<file path="src/hdl/rhc_pkg.sv">
`timescale 1ns / 1ps
// ----------------------------------------------------------------------------
// rhc_pkg
// shared types and constants of the rgb to hsv converter
// ----------------------------------------------------------------------------
package rhc_pkg;

    localparam int CHAN_W   = 17;
    localparam int HUE_W    = 15;
    localparam int HQ_W     = 12;       // hue quotient, at most 3840
    localparam int HNUM_W   = CHAN_W + HQ_W;

    localparam logic [HQ_W-1:0]   HUE_SIXTH = 12'd3840;
    localparam logic [HUE_W-1:0]  HUE_GREEN = 15'd7680;
    localparam logic [HUE_W-1:0]  HUE_BLUE  = 15'd15360;
    localparam logic [HUE_W-1:0]  HUE_FULL  = 15'd23040;

    typedef enum logic [1:0] {
        SEC_RED   = 2'd0,
        SEC_GREEN = 2'd1,
        SEC_BLUE  = 2'd2
    } sector_t;

    // one item in flight through the divide stages
    typedef struct packed {
        logic              ok;        // all channels within range
        logic              zero_c;    // grey pixel
        sector_t           sector;
        logic              neg;       // channel difference is negative
        logic [CHAN_W-1:0] mx;
        logic [CHAN_W-1:0] hrem;      // hue partial remainder
        logic [HQ_W-1:0]   hlow;      // hue numerator bits not yet used
        logic [HQ_W-1:0]   hq;
        logic [CHAN_W-1:0] c;         // hue divisor
        logic [CHAN_W-1:0] srem;      // saturation partial remainder
        logic [CHAN_W-1:0] sq;
    } item_t;

endpackage

</file>
<file path="src/hdl/rhc_front.sv">
`timescale 1ns / 1ps
// ----------------------------------------------------------------------------
// rhc_front
// input register, max/min/sector search and hue numerator multiply
// ----------------------------------------------------------------------------
module rhc_front #(
    parameter int FRAC_BITS = 16
) (
    input  logic                       clk,
    input  logic                       rst_n,
    input  logic                       en,
    input  logic                       in_vld,
    input  logic [rhc_pkg::CHAN_W-1:0] red,
    input  logic [rhc_pkg::CHAN_W-1:0] green,
    input  logic [rhc_pkg::CHAN_W-1:0] blue,
    output logic                       out_vld,
    output rhc_pkg::item_t             out_item
);
    import rhc_pkg::*;

    localparam int CMP_W = CHAN_W + 9;
    localparam logic [CMP_W-1:0] ONE = CMP_W'(1) << FRAC_BITS;

    logic [2:0]        vld_reg;
    logic [CHAN_W-1:0] r_reg, g_reg, b_reg;

    logic              ok_reg, ok_next;
    sector_t           sec_reg, sec_next;
    logic              neg_reg, neg_next;
    logic [CHAN_W-1:0] mx_reg, mx_next, c_reg, c_next, mag_reg, mag_next;
    logic [CHAN_W-1:0] mn;

    item_t             item_reg, item_next;
    logic [HNUM_W-1:0] hnum;

    always_comb
    begin
        ok_next = (CMP_W'(r_reg) <= ONE) && (CMP_W'(g_reg) <= ONE)
               && (CMP_W'(b_reg) <= ONE);
        mx_next = r_reg;
        if (g_reg > mx_next) mx_next = g_reg;
        if (b_reg > mx_next) mx_next = b_reg;
        mn = r_reg;
        if (g_reg < mn) mn = g_reg;
        if (b_reg < mn) mn = b_reg;
        c_next = mx_next - mn;
        if (mx_next == r_reg)
        begin
            sec_next = SEC_RED;
            neg_next = b_reg > g_reg;
            mag_next = neg_next ? b_reg - g_reg : g_reg - b_reg;
        end
        else if (mx_next == g_reg)
        begin
            sec_next = SEC_GREEN;
            neg_next = r_reg > b_reg;
            mag_next = neg_next ? r_reg - b_reg : b_reg - r_reg;
        end
        else
        begin
            sec_next = SEC_BLUE;
            neg_next = g_reg > r_reg;
            mag_next = neg_next ? g_reg - r_reg : r_reg - g_reg;
        end
    end

    always_comb
    begin
        hnum             = HNUM_W'(mag_reg) * HNUM_W'(HUE_SIXTH);
        item_next.ok     = ok_reg;
        item_next.zero_c = (c_reg == '0);
        item_next.sector = sec_reg;
        item_next.neg    = neg_reg;
        item_next.mx     = mx_reg;
        item_next.hrem   = hnum[HNUM_W-1:HQ_W];
        item_next.hlow   = hnum[HQ_W-1:0];
        item_next.hq     = '0;
        item_next.c      = c_reg;
        item_next.srem   = c_reg;
        item_next.sq     = '0;
    end

    always_ff @(posedge clk or negedge rst_n)
    begin
        if (!rst_n)
            vld_reg <= '0;
        else if (en)
            vld_reg <= {vld_reg[1:0], in_vld};
    end

    always_ff @(posedge clk)
    begin
        if (en)
        begin
            r_reg    <= red;
            g_reg    <= green;
            b_reg    <= blue;
            ok_reg   <= ok_next;
            sec_reg  <= sec_next;
            neg_reg  <= neg_next;
            mx_reg   <= mx_next;
            c_reg    <= c_next;
            mag_reg  <= mag_next;
            item_reg <= item_next;
        end
    end

    assign out_vld  = vld_reg[2];
    assign out_item = item_reg;

endmodule

</file>
<file path="src/hdl/rhc_div_stage.sv">
`timescale 1ns / 1ps
// ----------------------------------------------------------------------------
// rhc_div_stage
// one restoring divide step for saturation and for hue, each enabled by a parameter, registered
// ----------------------------------------------------------------------------
module rhc_div_stage #(
    parameter bit DO_SAT    = 1'b1,
    parameter bit SAT_FIRST = 1'b0,
    parameter bit DO_HUE    = 1'b1
) (
    input  logic           clk,
    input  logic           rst_n,
    input  logic           en,
    input  logic           in_vld,
    input  rhc_pkg::item_t in_item,
    output logic           out_vld,
    output rhc_pkg::item_t out_item
);
    import rhc_pkg::*;

    logic          vld_reg;
    item_t         item_reg, item_next;
    logic [CHAN_W:0] st, ht;

    always_comb
    begin
        item_next = in_item;
        st = SAT_FIRST ? {1'b0, in_item.srem} : {in_item.srem, 1'b0};
        ht = {in_item.hrem, in_item.hlow[HQ_W-1]};
        if (DO_SAT)
        begin
            if (st >= {1'b0, in_item.mx})
            begin
                item_next.srem = CHAN_W'(st - {1'b0, in_item.mx});
                item_next.sq   = {in_item.sq[CHAN_W-2:0], 1'b1};
            end
            else
            begin
                item_next.srem = st[CHAN_W-1:0];
                item_next.sq   = {in_item.sq[CHAN_W-2:0], 1'b0};
            end
        end
        if (DO_HUE)
        begin
            item_next.hlow = {in_item.hlow[HQ_W-2:0], 1'b0};
            if (ht >= {1'b0, in_item.c})
            begin
                item_next.hrem = CHAN_W'(ht - {1'b0, in_item.c});
                item_next.hq   = {in_item.hq[HQ_W-2:0], 1'b1};
            end
            else
            begin
                item_next.hrem = ht[CHAN_W-1:0];
                item_next.hq   = {in_item.hq[HQ_W-2:0], 1'b0};
            end
        end
    end

    always_ff @(posedge clk or negedge rst_n)
    begin
        if (!rst_n)
            vld_reg <= 1'b0;
        else if (en)
            vld_reg <= in_vld;
    end

    always_ff @(posedge clk)
    begin
        if (en)
            item_reg <= item_next;
    end

    assign out_vld  = vld_reg;
    assign out_item = item_reg;

endmodule

</file>
<file path="src/hdl/rhc_back.sv">
`timescale 1ns / 1ps
// ----------------------------------------------------------------------------
// rhc_back
// sector offset, special cases and output register
// ----------------------------------------------------------------------------
module rhc_back (
    input  logic                       clk,
    input  logic                       rst_n,
    input  logic                       en,
    input  logic                       in_vld,
    input  rhc_pkg::item_t             in_item,
    output logic                       out_vld,
    output logic                       valid_res,
    output logic [rhc_pkg::HUE_W-1:0]  hue,
    output logic [rhc_pkg::CHAN_W-1:0] saturation,
    output logic [rhc_pkg::CHAN_W-1:0] brightness
);
    import rhc_pkg::*;

    logic              vld_reg;
    logic              res_reg;
    logic [HUE_W-1:0]  hue_reg, hue_next, q;
    logic [CHAN_W-1:0] sat_reg, sat_next, bri_reg, bri_next;
    logic              live;

    always_comb
    begin
        q    = HUE_W'(in_item.hq);
        live = in_item.ok && !in_item.zero_c;
        case (in_item.sector)
            SEC_RED:   hue_next = !in_item.neg ? q : ((q == '0) ? '0 : HUE_FULL - q);
            SEC_GREEN: hue_next = in_item.neg ? HUE_GREEN - q : HUE_GREEN + q;
            SEC_BLUE:  hue_next = in_item.neg ? HUE_BLUE - q : HUE_BLUE + q;
            default:   hue_next = '0;
        endcase
        if (!live)
            hue_next = '0;
        sat_next = live ? in_item.sq : '0;
        bri_next = in_item.ok ? in_item.mx : '0;
    end

    always_ff @(posedge clk or negedge rst_n)
    begin
        if (!rst_n)
            vld_reg <= 1'b0;
        else if (en)
            vld_reg <= in_vld;
    end

    always_ff @(posedge clk)
    begin
        if (en)
        begin
            res_reg <= in_item.ok;
            hue_reg <= hue_next;
            sat_reg <= sat_next;
            bri_reg <= bri_next;
        end
    end

    assign out_vld    = vld_reg;
    assign valid_res  = res_reg;
    assign hue        = hue_reg;
    assign saturation = sat_reg;
    assign brightness = bri_reg;

endmodule

</file>
<file path="src/hdl/rgb_to_hsv_convert.sv">
`timescale 1ns / 1ps
// pixels reach hsv_valid via rhc_front, the divide stages and the rhc_back output register
// throughput: one item per clock; the whole pipeline holds while the output item is stalled
// the depth is set by the one-bit-per-stage saturation and hue dividers
// reset: rst_n clears every stage valid bit asynchronously; payload registers are not reset
// ----------------------------------------------------------------------------
// rgb_to_hsv_convert
// pipelined conversion of a fixed-point rgb pixel to hue, saturation, value
// ----------------------------------------------------------------------------
module rgb_to_hsv_convert #(
    parameter int FRAC_BITS = 16
) (
    input  logic                       clk,
    input  logic                       rst_n,
    // pixel input channel
    input  logic                       pix_valid,
    output logic                       pix_stall,
    input  logic [rhc_pkg::CHAN_W-1:0] red,
    input  logic [rhc_pkg::CHAN_W-1:0] green,
    input  logic [rhc_pkg::CHAN_W-1:0] blue,
    // hsv output channel
    output logic                       hsv_valid,
    input  logic                       hsv_stall,
    output logic                       valid_res,
    output logic [rhc_pkg::HUE_W-1:0]  hue,
    output logic [rhc_pkg::CHAN_W-1:0] saturation,
    output logic [rhc_pkg::CHAN_W-1:0] brightness
);
    import rhc_pkg::*;

    // saturation needs FRAC_BITS+1 quotient bits, hue needs 12
    localparam int SAT_STEPS = FRAC_BITS + 1;
    localparam int DIV_STAGES = (SAT_STEPS > HQ_W) ? SAT_STEPS : HQ_W;

    logic  en;
    logic  vld [DIV_STAGES+1];
    item_t item [DIV_STAGES+1];

    // every stage advances together unless a finished item is held at the output
    assign en        = !(hsv_valid && hsv_stall);
    assign pix_stall = !en;

    // input register, max/min search, hue numerator multiply
    rhc_front #(
        .FRAC_BITS (FRAC_BITS)
    ) u_front (
        .clk      (clk),
        .rst_n    (rst_n),
        .en       (en),
        .in_vld   (pix_valid),
        .red      (red),
        .green    (green),
        .blue     (blue),
        .out_vld  (vld[0]),
        .out_item (item[0])
    );

    // one quotient bit of each divider per stage; the shorter one passes through
    for (genvar s = 0; s < DIV_STAGES; s++)
    begin : g_div
        rhc_div_stage #(
            .DO_SAT    (s < SAT_STEPS),
            .SAT_FIRST (s == 0),
            .DO_HUE    (s < HQ_W)
        ) u_stage (
            .clk      (clk),
            .rst_n    (rst_n),
            .en       (en),
            .in_vld   (vld[s]),
            .in_item  (item[s]),
            .out_vld  (vld[s+1]),
            .out_item (item[s+1])
        );
    end

    // sector offset, grey and out-of-range cases, output register
    rhc_back u_back (
        .clk        (clk),
        .rst_n      (rst_n),
        .en         (en),
        .in_vld     (vld[DIV_STAGES]),
        .in_item    (item[DIV_STAGES]),
        .out_vld    (hsv_valid),
        .valid_res  (valid_res),
        .hue        (hue),
        .saturation (saturation),
        .brightness (brightness)
    );

endmodule

</file>
<file path="config.mk">
export PLATFORM = sky130hd
export DESIGN_NAME = rgb_to_hsv_convert
export DESIGN_NICKNAME = d
export VERILOG_FILES = /design/src/hdl/rhc_pkg.sv /design/src/hdl/rhc_front.sv /design/src/hdl/rhc_div_stage.sv /design/src/hdl/rhc_back.sv /design/src/hdl/rgb_to_hsv_convert.sv
export SDC_FILE = /design/constraint.sdc
export NUM_CORES = 2
export LEC_CHECK = 0
export BUFFER_PORTS_ARGS = -buffer_cell sky130_fd_sc_hd__buf_2
export CAP_MARGIN = 20
export CORE_MARGIN = 8
export CORE_UTILIZATION = 60
export CTS_BUF_LIST = sky130_fd_sc_hd__clkbuf_4
export CTS_CLUSTER_SIZE = 24
export DETAILED_ROUTE_END_ITERATION = 8
export PLACE_DENSITY = 0.79
export SLEW_MARGIN = 0
export SYNTH_ARGS = -nofsm -noshare
export SYNTH_HDL_FRONTEND = slang
export SYNTH_SLANG_ARGS = --single-unit
</file>
<file path="constraint.sdc">
create_clock -name clk -period 50.3 [get_ports clk]
set_clock_uncertainty 0.2 [all_clocks]
set_input_delay 5.03 -clock clk [delete_from_list [all_inputs] [get_ports clk]]
set_output_delay 5.03 -clock clk [all_outputs]
set_load 0.01 [all_outputs]
</file>
After elaboration in Yosys (flattened, before gate mapping). Index checks and enable logic that the tools add are counted.

$add $sub $neg: 39. Multiply operators: 1. Magnitude comparators: 38. Equality and inequality tests: 4. Multiplexer cells: 57. Reduce and logical (&&, ||, !) cells: 8.

Operator list (number): 17-bit subtractor (34); 34-bit 2-to-1 mux (16); 18-bit by 17-bit greater-or-equal comparator with 1-bit output (28); 17-bit 2-to-1 mux (20); 17-bit greater-than comparator (4); 15-bit 2-to-1 mux (4); 17-bit <= comparator (second input constant) (3); 15-bit case mux with 3 select lines (1); 17-bit equality test (2); 17-bit < comparator (2); 17-bit by 4-bit multiplier with 21-bit output (second input constant) (1); 17-bit greater-or-equal comparator (1); 17-bit logical NOT (1); 14-bit by 12-bit adder with 15-bit output (first input constant) (1); 1-bit 2-to-1 mux (15); 14-bit by 12-bit subtractor with 15-bit output (first input constant) (1); 15-bit by 12-bit subtractor with 15-bit output (first input constant) (1); 13-bit by 12-bit adder with 14-bit output (first input constant) (1); 13-bit by 12-bit subtractor with 14-bit output (first input constant) (1); 12-bit logical NOT (1); 1-bit logical AND (4); 2-bit by 1-bit equality test with 1-bit output (second input constant) (1); 2-bit equality test (second input constant) (1); 2-bit logical NOT (1); 2 further kinds (2).

Flip-flop bits (word level): 1674. Bits of input ports: 55. Output and inout port bits: 52. Word-level logic and storage cells: 369.

Longest topological paths before layout.
Depth after elaboration: 7. Mapped depth: 34. Gate-level depth less buffers: 30.

By module. A second synthesis with hierarchy kept.

Cells, all modules: 8069. Area total of the unflattened synthesis: 107364.2 um^2.

Modules (own cells, without submodules): rhc_div_stage at g_div[10].u_stage ... (instances 6, cells an instance 420, area each 5562.8 um^2, seq. area each 3418.3 um^2); rhc_div_stage at g_div[1].u_stage ... (instances 5, cells an instance 420, area each 5564.1 um^2, seq. area each 3418.3 um^2); rhc_div_stage at g_div[12].u_stage ... (instances 5, cells an instance 264, area each 4594.4 um^2, seq. area each 3448.3 um^2); rhc_front (instances 1, cells an instance 1469, area each 14805.4 um^2, seq. area each 5059.9 um^2); rhc_div_stage at g_div[0].u_stage (instances 1, cells an instance 438, area each 5700.5 um^2, seq. area each 3418.3 um^2); rhc_back (instances 1, cells an instance 220, area each 2678.8 um^2, seq. area each 1526.5 um^2); rgb_to_hsv_convert (instances 1, cells an instance 2, area each 10.0 um^2, seq. area each 0.0 um^2).

Least setup slack after synthesis. Ideal clock, no wire load.

Path type: input to output. Start point: input hsv_stall. End point: output pix_stall. Data arrival time: 50.475 ns. Required time: 45.070 ns. Path slack: -5.405 ns. Stages: 3. Path buffers: 1. Cells stage by stage: nand2_1 -> buf_1 -> inv_1.

Word-level cells in the longest chain between the ends: 1.

RTL lines: start: declaration (RTL line rgb_to_hsv_convert.sv:23) `input logic hsv_stall,`; 1-bit logical AND (RTL line rgb_to_hsv_convert.sv:40) `assign en = !(hsv_valid && hsv_stall);`; end: declaration (RTL line rgb_to_hsv_convert.sv:17) `output logic pix_stall,`.

Every way passes these cells.

Final worst setup path. Same ends and word-level chain as after synthesis.

==> flow_metrics.tcl <==
set metrics [dict create \
    initial_core_util_pct 60.2 \
    grt_usage_pct 23.7 \
    vias 56223 \
    wirelength_um 185000 \
    antenna_found_initial 6 \
    busiest_layer "met2" \
    die_y_um 392 \
    r2r_cells 31 \
    use_met3_pct 4.61 \
    antenna_left 0 \
    design_area_mm2 0.0928 \
    dp_hpwl_um 139000 \
    cts.repair.resized 0 \
    syn-num-nets 8014 \
    cts_tree "yes" \
    grt_max_degree 88 \
    min_period_ns 11.20 \
    timing.max_cap.violations 0 \
    synth_ff_type "edfxtp_1" \
    fill_cells 10408 \
    cp_max_fo 61 \
    syn-cell-area_mm2 0.0850 \
    synthArstFlopShare_pct 1.35 \
    ys_ff_latch 1554 \
    drv_slew 0 \
    cts_root_buffer "clkbuf_4" \
    cpPeakStageDelay_ns 0.51 \
    grt_setup_unrepaired "false" \
    final-hold-violation-count 0 \
    worstSetupEndpoint "pix_stall" \
    fin_util_pct 65.8 \
    crit_required_ns 45.07 \
    die_width_um 392 \
    crit_arrival_ns 5.97 \
    yosysMostFrequentCell "edfxtp_1" \
    cpMostUsedCell "buf_2" \
    crit_path_start "hsv_stall" \
    drive_above_1_share_pct 15.2 \
    startpoint_type "input pin" \
    routedWlPerCell_um 18.7 \
    grtUsageMet2_pct 40.9 \
    design.core.area_mm2 0.141 \
    yosys.area.top_type "edfxtp_1" \
    use_met1_pct 28.7 \
    cp.depth 4 \
    nets 8486 \
    gp_congestion 0.971 \
    syn_to_final_growth_pct 9.18 \
    cp_top_family "simple AND/OR/NAND/NOR gates" \
    slew_headroom_pct 30.2 \
    fin_crit_sh_pct 22.3 \
    tns_ns 0 \
    cts_max_level 5 \
    synth_area_leaders "edfxtp_1, ha_1, mux2_2, inv_1, nor2_1" \
    path_class "in2out" \
    synth_cells 7226 \
    path_cells "buf_2 -> nand2_4 -> inv_1 -> buf_2" \
    design.die.area_mm2 0.154 \
    via_per_inst 5.69 \
    cts_buffer_depth 4 \
    first_pass_iters 8 \
    hold_path_class "reg2reg" \
    ys_seq_area_share_pct 54.8 \
    r2r-start "u_front.g_reg[7]" \
    cts_setup_buffers 0 \
    drcViolationCount 0 \
    slowest_stage "nand2_4" \
    cts_hold_buf 0 \
    grt_pass1_vias 56582 \
    row_count 138 \
    fmax_mhz 89.3 \
    worst_pin_slew_ns 1.05 \
    grt_pass1_wl_um 292000 \
    syn_avg_cell_area_um2 11.8 \
    largest_register_ffs 1317 \
    gr-total-overflow 0 \
    synth_commonest_cells "edfxtp_1, inv_1, ha_1" \
    drt_iter0_drc 3813 \
    worstReg2RegEnd "u_front.c_reg[16]" \
    cts_buffers 401 \
    status "complete, no violations" \
    cts_sinks 1554 \
    cp_num_buf_inv 3 \
    clkTransAtPathRegs_ns 0.07 \
    ff2ff_setup_slack_ns 40.59 \
    dpl_cell_area_mm2 0.0879 \
    synth_edf_count 1533 \
    io_pins 107 \
    yosys_warnings 0 \
    end_kind "output pin" \
    synth.distinct_cells 96 \
    setup_violations 0 \
    port_buffers 106 \
    clk-insertion-delay-late_ns 1.30 \
    synth_top_area_share_pct 54.2 \
]
## stage by stage
stage               std cells  hold slack, ns  setup WS [ns]
finish                   9880           0.171          39.10
global route             9880           0.151          38.99
CTS                      9874           0.156          39.07
detailed placement       9184           0.205          38.58
global placement         9184           0.200          38.69
floorplan                7226           0.200         0.0495
## logic make-up after synthesis
| kind of cell | Yosys count | synth area share (%) |
|---|---|---|
| DFF | 1554 | 54.8 |
| buffers and inverters | 1037 | 4.65 |
| xor gates and xnor gates | 227 | 2.34 |
| muxes | 521 | 6.72 |
| and+or+nand+nor | 1754 | 9.57 |
| AOI/OAI and AO/OA | 1398 | 10.6 |
| adders and majority gates | 735 | 11.4 |
## worst register-to-register path, delay by kind of cell (launching register included)
| kind | cells | cell delay, ns |
|---|---|---|
| buf+inv | 5 | 1.54 |
| mux | 2 | 1.08 |
| fa+ha+maj | 3 | 1.06 |
| compound gates | 13 | 3.25 |
| simple gates | 7 | 1.61 |
| xor+xnor | 1 | 0.08 |
| flops | 1 | 0.66 |
## how the worst min path moves through the flow
stage | to | slack [ns] | start | cells past startpoint
2_1_floorplan | g_div[0].u_stage.out_item[109] | 0.20 | u_front.out_item[109] | 0
3_3_place_gp | g_div[9].u_stage.out_item[6] | 0.20 | g_div[8].u_stage.out_item[5] | 0
3_5_place_dp | g_div[0].u_stage.out_item[72] | 0.20 | u_front.out_item[71] | 0
4_1_cts | g_div[2].u_stage.out_item[110] | 0.16 | g_div[1].u_stage.out_item[110] | 0
5_1_grt | g_div[2].u_stage.out_item[110] | 0.15 | g_div[1].u_stage.out_item[110] | 0
6_report | g_div[2].u_stage.out_item[110] | 0.17 | g_div[1].u_stage.out_item[110] | 0
## final cells by class
| cell class | count | area, µm² | share of cell area (%) |
|---|---|---|---|
| inverters | 941 | 3530 | 3.81 |
| well taps | 1890 | 2360 | 2.55 |
| repair buffers | 165 | 993 | 1.07 |
| flip-flops and latches | 1554 | 46600 | 50.2 |
| clock inverters | 132 | 619 | 0.667 |
| multi-input cells | 4635 | 34500 | 37.2 |
| diodes | 5 | 12.5 | 0.0135 |
| clock buffers | 558 | 4190 | 4.51 |
## cell usage in the layout (no fill, tap or decap), types with 58 or more instances in the layout
cell type	netlist	final
a211oi_1	63	63
a21boi_0	201	201
a21o_1	96	96
a21oi_1	294	293
and2_1	58	58
buf_2	3	106
buf_4	3	58
clkbuf_4	0	558
clkinv_1	0	98
edfxtp_1	1533	1533
fa_1	64	64
ha_1	669	669
inv_1	941	941
mux2_2	380	380
mux2i_1	139	139
nand2_1	436	435
nand3_1	65	65
nand4_1	102	102
nor2_1	640	637
nor2b_1	105	104
nor3_1	112	112
nor4_1	76	76
o21a_1	69	69
o21ai_0	412	411
xnor2_1	138	138
xor2_1	89	89
## metal layers
layer  vias to the layer above  part of all wire [%]  routed length [µm]
met3                       464                   5.2                9700
met5                         -                0.0070                  13
li1                      27339                     -                   -
met1                     26800                    41               76000
met4                         2                   4.5                8270
met2                      1618                    49               91200
Power is left out: the tool's default activity adds up to more than one toggle a clock period on the data nets, which glitch-free logic cannot reach.
